===== config.mk =====
export PLATFORM = sky130hd
export DESIGN_NAME = hvt_sum
export DESIGN_NICKNAME = d
export VERILOG_FILES = /design/src/sv/hvt_pkg.sv /design/src/sv/hvt_sum.sv
export SDC_FILE = /design/constraint.sdc
export NUM_CORES = 2
export LEC_CHECK = 0
export ABC_AREA = 0
export BUFFER_PORTS_ARGS = -buffer_cell sky130_fd_sc_hd__buf_2
export CAP_MARGIN = 10
export CELL_PAD_IN_SITES_DETAIL_PLACEMENT = 1
export CELL_PAD_IN_SITES_GLOBAL_PLACEMENT = 1
export CORE_AREA = 8 8 596 598
export DETAILED_ROUTE_END_ITERATION = 10
export DIE_AREA = 0 0 604 606
export PLACE_DENSITY_LB_ADDON = 0.1
export SETUP_SLACK_MARGIN = 0.15
export SLEW_MARGIN = 25
export SYNTH_ARGS = -nofsm -noshare
export SYNTH_HDL_FRONTEND = slang
export SYNTH_SLANG_ARGS = --single-unit

===== constraint.sdc =====
create_clock -name clk -period 14.73 [get_ports clk]
set_clock_uncertainty 0.1 [all_clocks]
set_input_delay 0 -clock clk [delete_from_list [all_inputs] [get_ports clk]]
set_output_delay 0 -clock clk [all_outputs]
set_load 0.05 [all_outputs]

===== src/sv/hvt_pkg.sv =====
// ----------------------------------------------------------------------------
// hvt_pkg
// Constants and helpers shared by the 4x4 vector transform files.
// ----------------------------------------------------------------------------
`default_nettype none

package hvt_pkg;

    localparam int IO_BITS      = 32;  // width of every vector and result field
    localparam int HALF_BITS    = 32;  // coefficient slot inside a register
    localparam int REG_BITS     = 64;  // configuration register width
    localparam int NUM_REGS     = 8;
    localparam int REG_IDX_BITS = 3;
    localparam int CFG_IDX_BITS = 4;   // index port, one spare bit for ignored writes
    localparam int DIM          = 4;

    // Reset value of one matrix register: identity with 1.0 = 1 << frac.
    function automatic logic [REG_BITS-1:0] mat_reset(input int idx, input int frac);
        logic [REG_BITS-1:0] one;
        int                  row;
        int                  pair;
        one  = REG_BITS'(1) << frac;
        row  = idx >> 1;
        pair = idx & 1;
        if (pair != (row >> 1))
            return '0;
        else if ((row & 1) != 0)
            return one << HALF_BITS;
        else
            return one;
    endfunction

endpackage

`default_nettype wire


===== src/sv/hvt_sum.sv =====
// ----------------------------------------------------------------------------
// hvt_sum
// Stage 2: add the products of each row in pairs at full width.
// ----------------------------------------------------------------------------
`default_nettype none

module hvt_sum #(
    parameter int WORD_BITS = 32
) (
    input  wire logic                          clk,
    input  wire logic                          rst_n,
    input  wire logic                          up_valid,
    output      logic                          up_ready,
    input  wire logic signed [2*WORD_BITS-1:0] prod [hvt_pkg::DIM][hvt_pkg::DIM],
    output      logic                          dn_valid,
    input  wire logic                          dn_ready,
    output      logic signed [2*WORD_BITS:0]   pair [hvt_pkg::DIM][2]
);

    localparam int PAIR_BITS = 2 * WORD_BITS + 1;

    logic                        valid_reg;
    logic                        valid_next;
    logic signed [PAIR_BITS-1:0] pair_reg  [hvt_pkg::DIM][2];
    logic signed [PAIR_BITS-1:0] pair_next [hvt_pkg::DIM][2];

    assign up_ready   = !valid_reg || dn_ready;
    assign valid_next = up_ready ? up_valid : valid_reg;

    always_comb
    begin
        for (int r = 0; r < hvt_pkg::DIM; r++)
        begin
            for (int p = 0; p < 2; p++)
            begin
                pair_next[r][p] = PAIR_BITS'(prod[r][2*p]) + PAIR_BITS'(prod[r][2*p+1]);
            end
        end
    end

    always_ff @(posedge clk or negedge rst_n)
    begin
        if (!rst_n)
            valid_reg <= 1'b0;
        else
            valid_reg <= valid_next;
    end

    always_ff @(posedge clk)
    begin
        if (up_ready && up_valid)
            pair_reg <= pair_next;
    end

    assign dn_valid = valid_reg;
    assign pair     = pair_reg;

endmodule

`default_nettype wire


==> summary by stage <==
Clock network
Clock-pin slew was measured on the worst setup and hold paths at 0.05 ns. The post-CTS repair timing setup buffer count is 0. The clock net in this run drives a total of 521 sinks. The largest buffer count on any clock path is 4.

The CTS root buffer is clkbuf_16. The H-tree generated during clock tree synthesis spans 3 levels. The total CTS buffers is 95. The clock tree from TritonCTS is done. At the later pin of the worst-skew pair, clock insertion delay measures 0.80 ns.

Timing
The number of endpoints with negative hold slack in the final report was 0. The worst max-slew margin expressed relative to the limit is 0.3206. The actual transition at the worst max-transition pin is 1.019 ns. The final count of pins violating max slew is 0. Setup slack closes at 9.251 ns. Setup violations remaining at the end of the flow were counted as 0. The portion of the clock cycle consumed by the worst path in the final layout is 0.3719.

Static timing analysis puts the maximum clock frequency at 182.5 MHz. The worst path needs 5.479 ns of the cycle, external delays included. The setup total negative slack is 0 ns. Setup repair after global routing left no endpoint under its margin.

Critical path
The nature of the critical path startpoint is an input port. The capturing element type of the critical path is a flip-flop. The register-to-register setup slack is 11.00 ns. The reg-to-reg critical path startpoint is dn_valid. The data required time of the critical path is 15.16 ns. The endpoint arrival time on the critical path is 5.90 ns. The critical path class is in2reg. The worst reg-to-reg path cell count is 5. The end of the worst register-to-register path is pair[440]. Along the worst path, the maximum fanout reaches 5.

Place
The pre-CTS setup slack is 10.45 ns. The count of input and output buffers is 1549. The final estimated routing congestion in global placement is 0.8369.

After legalization and detailed placement, the total HPWL measured 253300 µm.

Synthesis
When the netlist entered floorplanning its net count stood at 6358. After technology mapping, the gate count stands at 4810. The number of synthesized flops with an enable pin is 520. The number of warnings issued by yosys is 0. The share of synthesized area occupied by flip-flops and latches is 0.3470. The mux share of post-synthesis cell area is 0.001138. The cell area that synthesis handed to floorplanning was 45080 µm². The number of library cell types mapped by synthesis is 106. The most used flip-flop cell after synthesis is edfxtp_1. In the synthesized netlist the async set-or-reset flop fraction comes to 0.001919. The fraction of the mapped netlist area in compound gates is 0.2529. A synthesized cell averages 9.371 µm². The simple-gate area share of the yosys netlist is 0.1355. Of the total synthesized cell area, the portion taken by XOR and XNOR cells is 0.09152. The adder-cell share of the synthesized area is 0.1457. By area, the combinational part of the netlist is dominated by compound AO/OA/AOI/OAI gates. The number of register bits inferred by synthesis is 521.

Hold path
For hold timing, the worst endpoint is pair[204]. The beginning of the worst hold path is prod[392]. Counting instances, the worst hold path has a depth of 4. The tightest min-delay check is of the in2reg type.

GRT
In the global route stage, overall resource usage came out at 0.1599. The largest net degree at the start of global routing is 130. The number of global-route vias before repair is 57070. The wire length of the first global-routing pass is 430700 µm. The number of antenna violations at the first check in global routing is 141. After global routing the overflow that remains totals 0.

Floorplanning
The row count is 216. The die footprint is 366000 µm². The initial utilization of the core area, before any placement, comes to 0.1306. The die boundary height is 606 µm. The die is 604 µm wide.

The total I/O pin count is 1550. After floorplanning, the core was sized to cover 345100 µm².

Routing
The total via count in the routed design is 51480. The number of iterations in the first detailed-routing pass is 5. For this block, the routed nets add up to 307700 µm of wire. For this run, design rule violations remaining after detail routing come to 0.

The number of design-rule violations left by the first detailed-router iteration is 2007. The number of nets still failing antenna checks after routing is 0. Using the TritonRoute via totals, the vias-per-cell ratio works out to 4.107. Dividing the detail-routed wire length by the instance count gives 24.55 µm.

Status
The run finished with clean final reports.

Cells and area
Compared with the post-synthesis result, the final layout area differs by 70.22%. The layout net count is 9386. For this run, the share of the core covered by cells in the final layout is 0.2223. Fill cells in the final layout number 40420.

The register with the most flip-flops in the layout has 520 of them. The proportion of layout cells with a drive suffix above 1 is 0.2251. The multi-input gate area in the final layout is 28250 µm². The footprint of the flip-flops and latches is 15640 µm².

Pwr
In this run the power density over the cells is 100.9 nW/µm². Across the VDD grid, the largest voltage drop is 83.29 µV. The analysis attributes to cell leakage a power of 32.55 nW.

Run
Across the run, the number of max-cap violations was 0.
-- worst max-delay path: stages --
cell and delay [ns]:
dlygate4sd3_1 0.53, buf_2 0.11, dlygate4sd3_1 0.55, ha_1 0.30, dlygate4sd3_1 0.60, a21oi_1 0.18, o211ai_1 0.29, a21oi_1 0.55
o311ai_1 0.31, o211ai_1 0.34, o211ai_2 0.22, a311oi_4 0.49, o21ai_2 0.13, dlygate4sd3_1 0.59, xnor2_1 0.13, dlygate4sd3_1 0.56
-- cells in the mapped netlist, types with 59 or more instances --
cell | n | area (µm²)
a21oi_1 | 571 | 2858
edfxtp_1 | 520 | 15610
ha_1 | 512 | 6406
nand2_1 | 359 | 1348
a21o_1 | 298 | 2237
xnor2_1 | 284 | 2487
o21ai_0 | 279 | 1396
nor2_1 | 265 | 994.7
xor2_1 | 187 | 1638
clkbuf_1 | 164 | 615.6
inv_1 | 125 | 469.2
nand4_1 | 110 | 688.2
nand3_1 | 94 | 470.5
o21bai_1 | 93 | 698.2
a31oi_1 | 79 | 494.2
nor3_1 | 79 | 395.4
nor2b_1 | 72 | 450.4
o21a_1 | 68 | 510.5
and3_1 | 61 | 381.6
nand2b_1 | 59 | 369.1
-- through the flow --
| step | hold slack [ns] | instances | cell area (µm²) | power (mW) |
|---|---|---|---|---|
| final | 0.04353 | 12540 | 76730 | 7.742 |
| after global routing | 0.05799 | 12510 | 76670 | 8.162 |
| after CTS | 0.0004449 | 12490 | 76600 | 7.918 |
| after detailed placement | -0.3207 | 10760 | 57950 | 4.681 |
| after global placement | -0.3228 | 10760 | 57950 | 4.697 |
| after floorplan | -0.3956 | 4810 | 45080 | 3.722 |
-- area by class of cell --
cell class	count	share of cell area
flip-flops and latches	521	0.2038
clock buffers	120	0.03274
well taps	4578	0.07465
multi-input cells	3981	0.3682
repair buffers	3114	0.3054
inverters	125	0.006115
diodes	45	0.001468
clock inverters	51	0.007632
-- worst max-delay path by stage --
stage / start / to / slack, ns / depth (start not counted)
2_1_floorplan: dn_valid / pair[0] / 0.85 / 2
3_3_place_gp: prod[640] / pair[383] / 10.55 / 13
3_5_place_dp: prod[640] / pair[383] / 10.45 / 13
4_1_cts: prod[708] / pair[380] / 9.29 / 16
5_1_grt: prod[708] / pair[380] / 9.10 / 16
6_report: prod[708] / pair[380] / 9.25 / 16
-- logic make-up after synthesis --
group | after synthesis
AO/OA/AOI/OAI | 1749
AND/OR/NAND/NOR | 1236
buffers and inverters | 308
multiplexers | 5
adder cells (fa/ha/maj) | 520
XOR/XNOR | 471
flip-flops | 521
-- cells in the final DEF, fill, tap and decap left out, drive strengths merged, types with 16 or more instances in the layout --
cell,synthesis,layout
a21oi,575,575
clkbuf,166,120
a21o,298,298
o21a,68,68
xnor2,284,284
dlygate4sd3,0,1555
xor2,187,187
a31oi,84,84
inv,125,127
nor3,82,82
nand4,110,110
a21boi,23,23
nand3,95,95
ha,512,512
and3,62,62
nand2,360,360
nor2,266,266
nand2b,59,59
edfxtp,520,520
or3,21,21
o31ai,33,33
and2,31,31
buf,17,1559
a211oi,59,59
nor4,20,20
nor2b,72,72
and4,16,16
o21bai,94,94
a221oi,18,18
o21ai,303,303
diode,0,45
o211ai,39,39
clkinv,0,34
-- what timing repair did --
| action | CTS | global route |
|---|---|---|
| hold endpoints to repair | 545 | 1 |
| hold buffers | 1553 | 2 |
| resized for setup | 0 | 0 |
-- layer usage --
metal / wire length (µm) / up-vias / GRT usage
met3: 16500 / 426 / 0.03841
met5: 443 / - / 0
met2: 162300 / 1228 / 0.3085
met4: 9902 / 68 / 0.04166
met1: 118500 / 25350 / 0.1730
li1: - / 24410 / -
-- power breakdown --
part | switching, mW | internal, mW
combinational | 2.00 | 1.41
clock | 0.946 | 1.43
sequential | 0.0608 | 1.90
total | 3.01 | 4.73
Power figures use the tool's default switching activity.
