`config.mk`:
```
export PLATFORM = sky130hd
export DESIGN_NAME = hvt_sat
export DESIGN_NICKNAME = d
export VERILOG_FILES = /design/src/sv/hvt_pkg.sv /design/src/sv/hvt_sat.sv
export SDC_FILE = /design/constraint.sdc
export NUM_CORES = 1
export LEC_CHECK = 0
export ABC_CLOCK_PERIOD_IN_PS = 5500
export BUFFER_PORTS_ARGS = -buffer_cell sky130_fd_sc_hd__buf_4
export CAP_MARGIN = 10
export CORE_AREA = 3 3 256 258
export DETAILED_ROUTE_END_ITERATION = 8
export DIE_AREA = 0 0 259 261
export SKIP_LAST_GASP = 1
export SYNTH_ARGS = -nofsm -noshare
export SYNTH_HDL_FRONTEND = slang
export SYNTH_SLANG_ARGS = --single-unit
```
`constraint.sdc`:
```
create_clock -name clk -period 5.5 [get_ports clk]
set_clock_uncertainty 0.1 [all_clocks]
set_input_delay 0.275 -clock clk [delete_from_list [all_inputs] [get_ports clk]]
set_output_delay 0.275 -clock clk [all_outputs]
set_load 0.005 [all_outputs]
```
`src/sv/hvt_pkg.sv`:
```
// ----------------------------------------------------------------------------
// hvt_pkg
// Constants and helpers shared by the 4x4 vector transform files.
// ----------------------------------------------------------------------------
`default_nettype none

package hvt_pkg;

    localparam int IO_BITS      = 32;  // width of every vector and result field
    localparam int HALF_BITS    = 32;  // coefficient slot inside a register
    localparam int REG_BITS     = 64;  // configuration register width
    localparam int NUM_REGS     = 8;
    localparam int REG_IDX_BITS = 3;
    localparam int CFG_IDX_BITS = 4;   // index port, one spare bit for ignored writes
    localparam int DIM          = 4;

    // Reset value of one matrix register: identity with 1.0 = 1 << frac.
    function automatic logic [REG_BITS-1:0] mat_reset(input int idx, input int frac);
        logic [REG_BITS-1:0] one;
        int                  row;
        int                  pair;
        one  = REG_BITS'(1) << frac;
        row  = idx >> 1;
        pair = idx & 1;
        if (pair != (row >> 1))
            return '0;
        else if ((row & 1) != 0)
            return one << HALF_BITS;
        else
            return one;
    endfunction

endpackage

`default_nettype wire

```
`src/sv/hvt_sat.sv`:
```
// ----------------------------------------------------------------------------
// hvt_sat
// Stage 3: final row sum, floor shift, clamp to the word range; output register.
// ----------------------------------------------------------------------------
`default_nettype none

module hvt_sat #(
    parameter int WORD_BITS = 32,
    parameter int FRAC_BITS = 16
) (
    input  wire logic                               clk,
    input  wire logic                               rst_n,
    input  wire logic                               up_valid,
    output      logic                               up_ready,
    input  wire logic signed [2*WORD_BITS:0]        pair [hvt_pkg::DIM][2],
    output      logic                               dn_valid,
    input  wire logic                               dn_ready,
    output      logic signed [hvt_pkg::IO_BITS-1:0] res  [hvt_pkg::DIM],
    output      logic                               sat
);

    localparam int SUM_BITS = 2 * WORD_BITS + 2;
    localparam logic signed [SUM_BITS-1:0] MAXV =
        (SUM_BITS'(1) <<< (WORD_BITS - 1)) - SUM_BITS'(1);
    localparam logic signed [SUM_BITS-1:0] MINV = -MAXV - SUM_BITS'(1);

    logic                               valid_reg;
    logic                               valid_next;
    logic signed [hvt_pkg::IO_BITS-1:0] res_reg  [hvt_pkg::DIM];
    logic signed [hvt_pkg::IO_BITS-1:0] res_next [hvt_pkg::DIM];
    logic                               sat_reg;
    logic                               sat_next;
    logic signed [SUM_BITS-1:0]         total    [hvt_pkg::DIM];
    logic signed [SUM_BITS-1:0]         shifted  [hvt_pkg::DIM];
    logic signed [WORD_BITS-1:0]        clamped  [hvt_pkg::DIM];

    assign up_ready   = !valid_reg || dn_ready;
    assign valid_next = up_ready ? up_valid : valid_reg;

    always_comb
    begin
        sat_next = 1'b0;
        for (int r = 0; r < hvt_pkg::DIM; r++)
        begin
            total[r]   = SUM_BITS'(pair[r][0]) + SUM_BITS'(pair[r][1]);
            // arithmetic shift floors toward minus infinity
            shifted[r] = total[r] >>> FRAC_BITS;
            if (shifted[r] > MAXV)
            begin
                clamped[r] = WORD_BITS'(MAXV);
                sat_next   = 1'b1;
            end
            else if (shifted[r] < MINV)
            begin
                clamped[r] = WORD_BITS'(MINV);
                sat_next   = 1'b1;
            end
            else
            begin
                clamped[r] = WORD_BITS'(shifted[r]);
            end
            res_next[r] = hvt_pkg::IO_BITS'(clamped[r]);
        end
    end

    always_ff @(posedge clk or negedge rst_n)
    begin
        if (!rst_n)
            valid_reg <= 1'b0;
        else
            valid_reg <= valid_next;
    end

    always_ff @(posedge clk)
    begin
        if (up_ready && up_valid)
        begin
            res_reg <= res_next;
            sat_reg <= sat_next;
        end
    end

    assign dn_valid = valid_reg;
    assign res      = res_reg;
    assign sat      = sat_reg;

endmodule

`default_nettype wire

```
==> results of run 1 <==
[layout by cell type (no fill, tap or decap), drive strengths merged, types with 18 or more instances in the layout]
cell      n
buf     670
a21oi   316
ha      256
nand2   219
o21ai   197
a21o    162
nor2    147
edfxtp  129
xnor2    94
nand4    78
xor2     78
inv      66
o21a     59
nor3     58
nand3    51
o21bai   36
a31oi    36
and3     34
o31ai    29
o211ai   28
a211oi   25
nor4     25
and2     22
or2      20
nor2b    19
clkbuf   18
[area by class of cell]
| type | count | area, µm² | area share |
|---|---|---|---|
| Multi-Input combinational cell | 2206 | 15100 | 0.581 |
| Clock inverter | 14 | 164 | 0.00631 |
| Timing Repair Buffer | 673 | 5080 | 0.196 |
| Tap cell | 846 | 1060 | 0.0407 |
| Antenna cell | 1 | 2.50 | 0.0000963 |
| Sequential cell | 130 | 3900 | 0.150 |
| Clock buffer | 18 | 429 | 0.0165 |
| Inverter | 65 | 244 | 0.00939 |
[layer usage]
layer,GRT usage,part of all wire,up-vias
met5,0,0.00023,-
met4,0.0687,0.025,2
met3,0.0534,0.076,93
met2,0.417,0.48,950
met1,0.304,0.42,10200
li1,-,-,10800
[power by group]
group	internal (mW)	switching, mW	leakage [nW]
clock network	0.709	0.489	0.286
logic	1.17	1.54	9.87
registers	1.23	0.0377	1.15
[final timing paths]
| kind | start | endpoint | slack (ps) | cells after the start |
|---|---|---|---|---|
| worst max-delay path | pair[491] | sat | 930 | 14 |
| worst min-delay path | dn_ready | dn_valid | 80 | 3 |
| worst max register to register | dn_valid | res[74] | 3220 | 3 |
| worst min register to register | dn_valid | dn_valid | 460 | 2 |
| max in group asynchronous | rst_n | dn_valid | 4650 | 3 |
| min in group asynchronous | rst_n | dn_valid | 550 | 3 |
[cells in the mapped netlist, types with 6 or more instances]
master / instances / share of area
a21o_1: 162 / 0.062
nor4b_1: 8 / 0.0036
edfxtp_1: 129 / 0.20
a31o_2: 6 / 0.0027
a21oi_1: 315 / 0.080
nor4_1: 23 / 0.0073
nand3_1: 51 / 0.013
o21ai_0: 169 / 0.043
a21boi_0: 7 / 0.0027
nand2_1: 219 / 0.042
o21ai_1: 28 / 0.0071
and3_1: 34 / 0.011
clkbuf_1: 84 / 0.016
xnor2_1: 94 / 0.042
nand2b_1: 13 / 0.0041
nor3b_1: 12 / 0.0046
mux2i_1: 8 / 0.0041
nand3b_1: 10 / 0.0038
or2_2: 19 / 0.0061
o21a_1: 59 / 0.023
a31oi_1: 36 / 0.011
nor2b_1: 19 / 0.0061
nor3_1: 55 / 0.014
o211ai_1: 27 / 0.010
nand4_1: 78 / 0.025
o21bai_1: 36 / 0.014
or3_1: 17 / 0.0054
a2111oi_0: 6 / 0.0027
o2111ai_1: 12 / 0.0054
ha_1: 256 / 0.16
a211o_1: 10 / 0.0045
and2_1: 21 / 0.0067
or4_1: 11 / 0.0042
buf_2: 16 / 0.0041
xor2_1: 78 / 0.035
inv_1: 65 / 0.012
nor2_1: 147 / 0.028
o31ai_1: 27 / 0.010
and4_1: 13 / 0.0058
a211oi_1: 25 / 0.0096
[cells by family (layout without fill, tap and decap cells)]
group                    after synthesis  after routing  share of synthesized area
AO/OA/AOI/OAI                        999            999                      0.324
XOR/XNOR                             172            172                     0.0767
adder cells (fa/ha/maj)              256            256                      0.163
buffers and inverters                167            770                     0.0329
flip-flops                           130            130                      0.199
multiplexers                           9              9                    0.00465
other                                  0              1                          0
AND/OR/NAND/NOR                      770            770                      0.200
[through the flow]
| stage | utilization | total power [mW] | setup slack, ps | instances |
|---|---|---|---|---|
| after global routing | 0.411 | 5.50 | 644 | 3952 |
| after detailed placement | 0.401 | 3.95 | 462 | 3917 |
| final | 0.411 | 5.17 | 927 | 3953 |
| after global placement | 0.401 | 3.97 | 461 | 3917 |
| after CTS | 0.411 | 5.19 | 1000 | 3952 |
| after floorplan | - | 2.92 | 1380 | 2503 |
[worst max-delay path, stage by stage]
cell,delay [ps]
buf_4,120
ha_1,530
and3_1,320
nand2_1,190
or4b_1,570
or2_2,290
o21ai_1,420
a21oi_1,200
nand3b_1,200
a211oi_1,280
nand4b_1,150
a211oi_1,360
mux2i_1,220
or4_1,540
[repair_timing]
action / CTS / global route
hold buffers: 3 / 0
hold endpoints to repair: 2 / 0
gates resized for setup: 0 / 0
==> results.toml, run 1 <==
[outcome]
status = "finished, final reports clean"

[worst_hold_path]
hold_path_class = "input port to flop"

[sta]
fin_crit_ps = 4570
hold_viol = 0
timing.setup.tns_ps = 0
maxSlewViolCount = 0
fin_crit_sh = 0.832
rsz0062_at_grt = "no"
worstMarginPinSlew_ps = 1030
max_freq_mhz = 219
max_slew_margin = 0.315
setup_violations = 0
hold_slack_ps = 75.3

[placement]
place.gp.congestion = 0.980
portBuffers = 654
placed_area_mm2 = 0.0254
dp_hpwl_mm = 73.3

[logic_synthesis]
syn-instance-count = 2503
ys_types = 89
avgSynthCellArea_um2 = 7.84
yosysSeqAreaShare = 0.199
synth_area_mm2 = 0.0196
synth_edf_count = 129
async_flop_share = 0.00769
synth_seq_cells = 130
ys.flop_type = "edfxtp_1"
ys_warn_count = 0
synth_nets = 3283

[routing]
ant_nets = 0
vias = 22100
drtIter0Drc = 1888
wirelength_mm = 86.2
drc = 0
drtPass1Iterations = 6
avgViaCountPerCell = 5.59
post_drt_wl_per_cell_um = 21.8

[clock_network]
root_buffer = "clkbuf_16"
clockBufferDepth = 2
cts_sinks = 130
cts.clk_slew.worst_paths_ps = 70
cts_tree = "done"
numCtsBuffers = 17
h-tree-depth = 4
post_cts.repair.setup_buffers = 0
clock_latency_ps = 460

[power]
leakage_nw = 11.3
p_per_area_mw_per_mm2 = 199
vdd_ir_drop_max_mv = 0.229

[critical_path]
critPathCaptureType = "flop"
crit_required_ps = 5600
worstSetupPathType = "input port to flop"
cp_data_arrival_time_ps = 4680
cp_max_fo = 7
start_kind = "input port"

[cells_and_area]
nFillCells = 6630
area_growth_pct = 32.4
largest_reg_flops = 128
nets = 3873
fin_area_mm2 = 0.0260
drive_gt1_frac = 0.241

[global_route]
grt_overflow = 0
grt_pass1_wl_mm = 127
grt_pass1_vias = 21300
antenna_found_initial = 3
grtUsageTotal = 0.242
grt_max_degree = 69

[die]
die_h_um = 261
dieArea_mm2 = 0.0676
io_pins = 655
core_area_mm2 = 0.0632
rows = 92
initial_core_util = 0.311
die_w_um = 259

[run]
maxCapViolCount = 0
Note: power is estimated with default switching activity, not from simulation.
==> run 2: changes to the inputs <==
Settings changed: ABC_AREA set to 1, ABC_CLOCK_PERIOD_IN_PS 5500 to 4200, CORE_AREA 3 3 256 258 to 3 3 250 252, DIE_AREA 0 0 259 261 to 0 0 253 255, PLACE_DENSITY set to 0.73.
Clock period 5.5 ns to 4.2 ns, I/O delays scaled along.
==> run 2 against run 1 <==
Net effect: non-clock buffer count is 3 higher; setup slack better by 5.4 ps; design area up 32%; routed wire length increased by 43%; final cell count up 70%; critical endpoint is now res[122]; global-route usage rose by 12 points; utilization grew 16 points; worst hold slack improved by 120 ps.
==> results.toml, run 2 <==
[worst_hold_path]
min_path_cells = 4
worstHoldStart = "pair[346]"
whs_endpoint = "res[69]"
hold_path_class = "input port to flop"

[critical_path]
crit_chain = "buf_4 -> ha_1 -> nand2_1 -> nor2_1 -> inv_1 -> o21ai_0 -> a21oi_1 -> nand2_1 -> nand2_1 -> nand3_1 -> nand2_1 -> nor2_1 -> nand3_1 -> nor2_1 -> nand2_1 -> nand2_2 -> buf_4 -> nand2_1"
critPathBufInv = 3
crit_path_frequent_cell = "nand2_1"
worstSetupPathType = "input port to flop"
max_stage_delay_ps = 460
critPathCaptureType = "flop"
crit_family = "simple AND/OR/NAND/NOR gates"
cpMaxStageDelayCell = "ha_1"
rrSetupSlack_ps = 2380
rr_startpoint = "dn_valid"
start_kind = "input port"
worst-path-stages = 18
cp_max_fo = 18
cp_data_arrival_time_ps = 3390
reg2reg_depth = 2
crit_required_ps = 4320
r2r_end = "res[81]"

[power]
pwr-share-seq = 0.217
leakage_nw = 20.1
p_int_mw = 4.25
p_per_area_mw_per_mm2 = 235
p_switching_mw = 3.81
p_comb_frac = 0.589
vdd_ir_drop_max_mv = 0.280
switching_share = 0.473
clkPwrFrac = 0.194

[sta]
fin_crit_ps = 3270
max_slew_margin = 0.414
timing.setup.tns_ps = 0
rsz0062_at_grt = "no"
hold_viol = 0
maxSlewViolCount = 0
fin_crit_sh = 0.778
setup_slack_ps = 932
max_freq_mhz = 306
setup_violations = 0
worstMarginPinSlew_ps = 879

[clock_network]
cts_sinks = 130
cts_tree = "done"
post_cts_resized = 0
h-tree-depth = 4
clockBufferDepth = 2
numCtsBuffers = 17
clock_latency_ps = 480
root_buffer = "clkbuf_16"
cts.clk_slew.worst_paths_ps = 80

[global_route]
grt_pass1_vias = 32400
grt_max_degree = 130
grt_overflow = 0
grt_pass1_wl_mm = 181
grtUsageTotal = 0.366
antenna_found_initial = 1

[routing]
drtPass1Iterations = 6
drc = 0
vias = 35100
post_drt_wl_per_cell_um = 18.4
avgViaCountPerCell = 5.22
wirelength_mm = 124
drtIter0Drc = 3457
ant_nets = 0

[cells_and_area]
drive_gt1_frac = 0.147
post-route-util = 0.569
largest_reg_flops = 128
nets = 6719
regArea_mm2 = 0.00390
nFillCells = 6507
area_growth_pct = 23.1
diodes = 0
most-common-layout-cells = "nand2_1, inv_1, buf_4"
final_common_cell = "nand2_1"
multi_input_area_mm2 = 0.0197

[run]
maxCapViolCount = 0

[die]
die_h_um = 255
rows = 90
initial_core_util = 0.462
core_area_mm2 = 0.0604
die_w_um = 253
io_pins = 655
dieArea_mm2 = 0.0645

[logic_synthesis]
netlist.area_leader.share = 0.305
netlist_top_cells_count = "nand2_1, inv_1, nor2_1, a21oi_1, ha_1"
synth_edf_count = 129
avgSynthCellArea_um2 = 5.30
syn-instance-count = 5268
async_flop_share = 0.00769
synth_nets = 6048
ys.flop_type = "edfxtp_1"
synth_top_area_cell = "nand2_1"
yosysSeqAreaShare = 0.140
ys_types = 41
ys_warn_count = 0
synth_area_mm2 = 0.0279
synthTopCellsByArea = "nand2_1, inv_1, edfxtp_1"
yosysMostFrequentCell = "nand2_1"
synth_seq_cells = 130

[outcome]
status = "finished, final reports clean"

[placement]
dp_hpwl_mm = 109
pre_cts_slack_ps = 528
portBuffers = 654
place.gp.congestion = 1.08
-- run 2: changes by cell type after synthesis, sizes merged, moves of 25 or more --
cell | previous run | this run
inv | 65 | 1086
a211oi | 25 | 0
o21ai | 197 | 159
clkbuf | 84 | 0
nand4 | 78 | 25
nor2 | 147 | 510
a21oi | 316 | 267
o31ai | 29 | 1
o21a | 59 | 1
o211ai | 28 | 1
xnor2 | 94 | 61
a21o | 162 | 3
nand2 | 219 | 2283
nand3 | 51 | 228
-- run 2: metal layers --
| layer | up-vias | track usage | wire (µm) |
|---|---|---|---|
| met4 | 0 | 0.156 | 5610 |
| met5 | - | 0 | 0 |
| met1 | 15700 | 0.452 | 49800 |
| li1 | 17500 | - | - |
| met3 | 280 | 0.0576 | 10700 |
| met2 | 1671 | 0.634 | 57600 |
-- run 2: worst reg2reg max path, stage by stage, from the launching register on --
cell     delay, ps
dfrtp_1        430
a21oi_4        180
buf_12         520
-- run 2: cell type report --
type | count | share of cell area
Clock buffer | 18 | 0.0125
Clock inverter | 13 | 0.00448
Inverter | 1089 | 0.119
Multi-Input combinational cell | 4025 | 0.573
Sequential cell | 130 | 0.114
Tap cell | 782 | 0.0285
Timing Repair Buffer | 676 | 0.149
-- run 2: power groups by stage --
stage               sequential (mW)  clock [mW]  combinational [mW]
floorplan                      1.76           0                2.81
global placement               1.77           0                4.60
detailed placement             1.77           0                4.62
CTS                            1.75        1.58                4.64
global route                   1.76        1.62                5.16
finish                         1.75        1.56                4.74
-- run 2: repair_timing --
action,CTS,global route
hold endpoints to repair,2,0
hold buffers,4,0
buffers inserted,0,0
-- run 2: kinds of logic after synthesis --
group | share of synthesized area
buffers and inverters | 0.155
AO/OA/AOI/OAI | 0.0994
adder cells (fa/ha/maj) | 0.115
flip-flops | 0.140
AND/OR/NAND/NOR | 0.453
XOR/XNOR | 0.0374
-- run 2: through the flow --
stage / instance area, µm² / total power, mW / hold WS (ps) / instances
3_3_place_gp: 33700 / 6.38 / -114 / 6698
2_1_floorplan: 27900 / 4.57 / -186 / 5268
3_5_place_dp: 33700 / 6.39 / -111 / 6698
5_1_grt: 34300 / 8.54 / 203 / 6733
4_1_cts: 34300 / 7.97 / 170 / 6733
6_report: 34300 / 8.05 / 199 / 6733
-- run 2: how the worst max path moves through the flow --
stage | slack [ps] | start | to
after floorplan | 1100 | dn_valid | res[0]
after global placement | 540 | pair[474] | res[113]
after detailed placement | 530 | pair[409] | res[119]
final | 930 | pair[409] | res[122]
after CTS | 1040 | pair[409] | res[125]
after global routing | 790 | pair[437] | res[119]
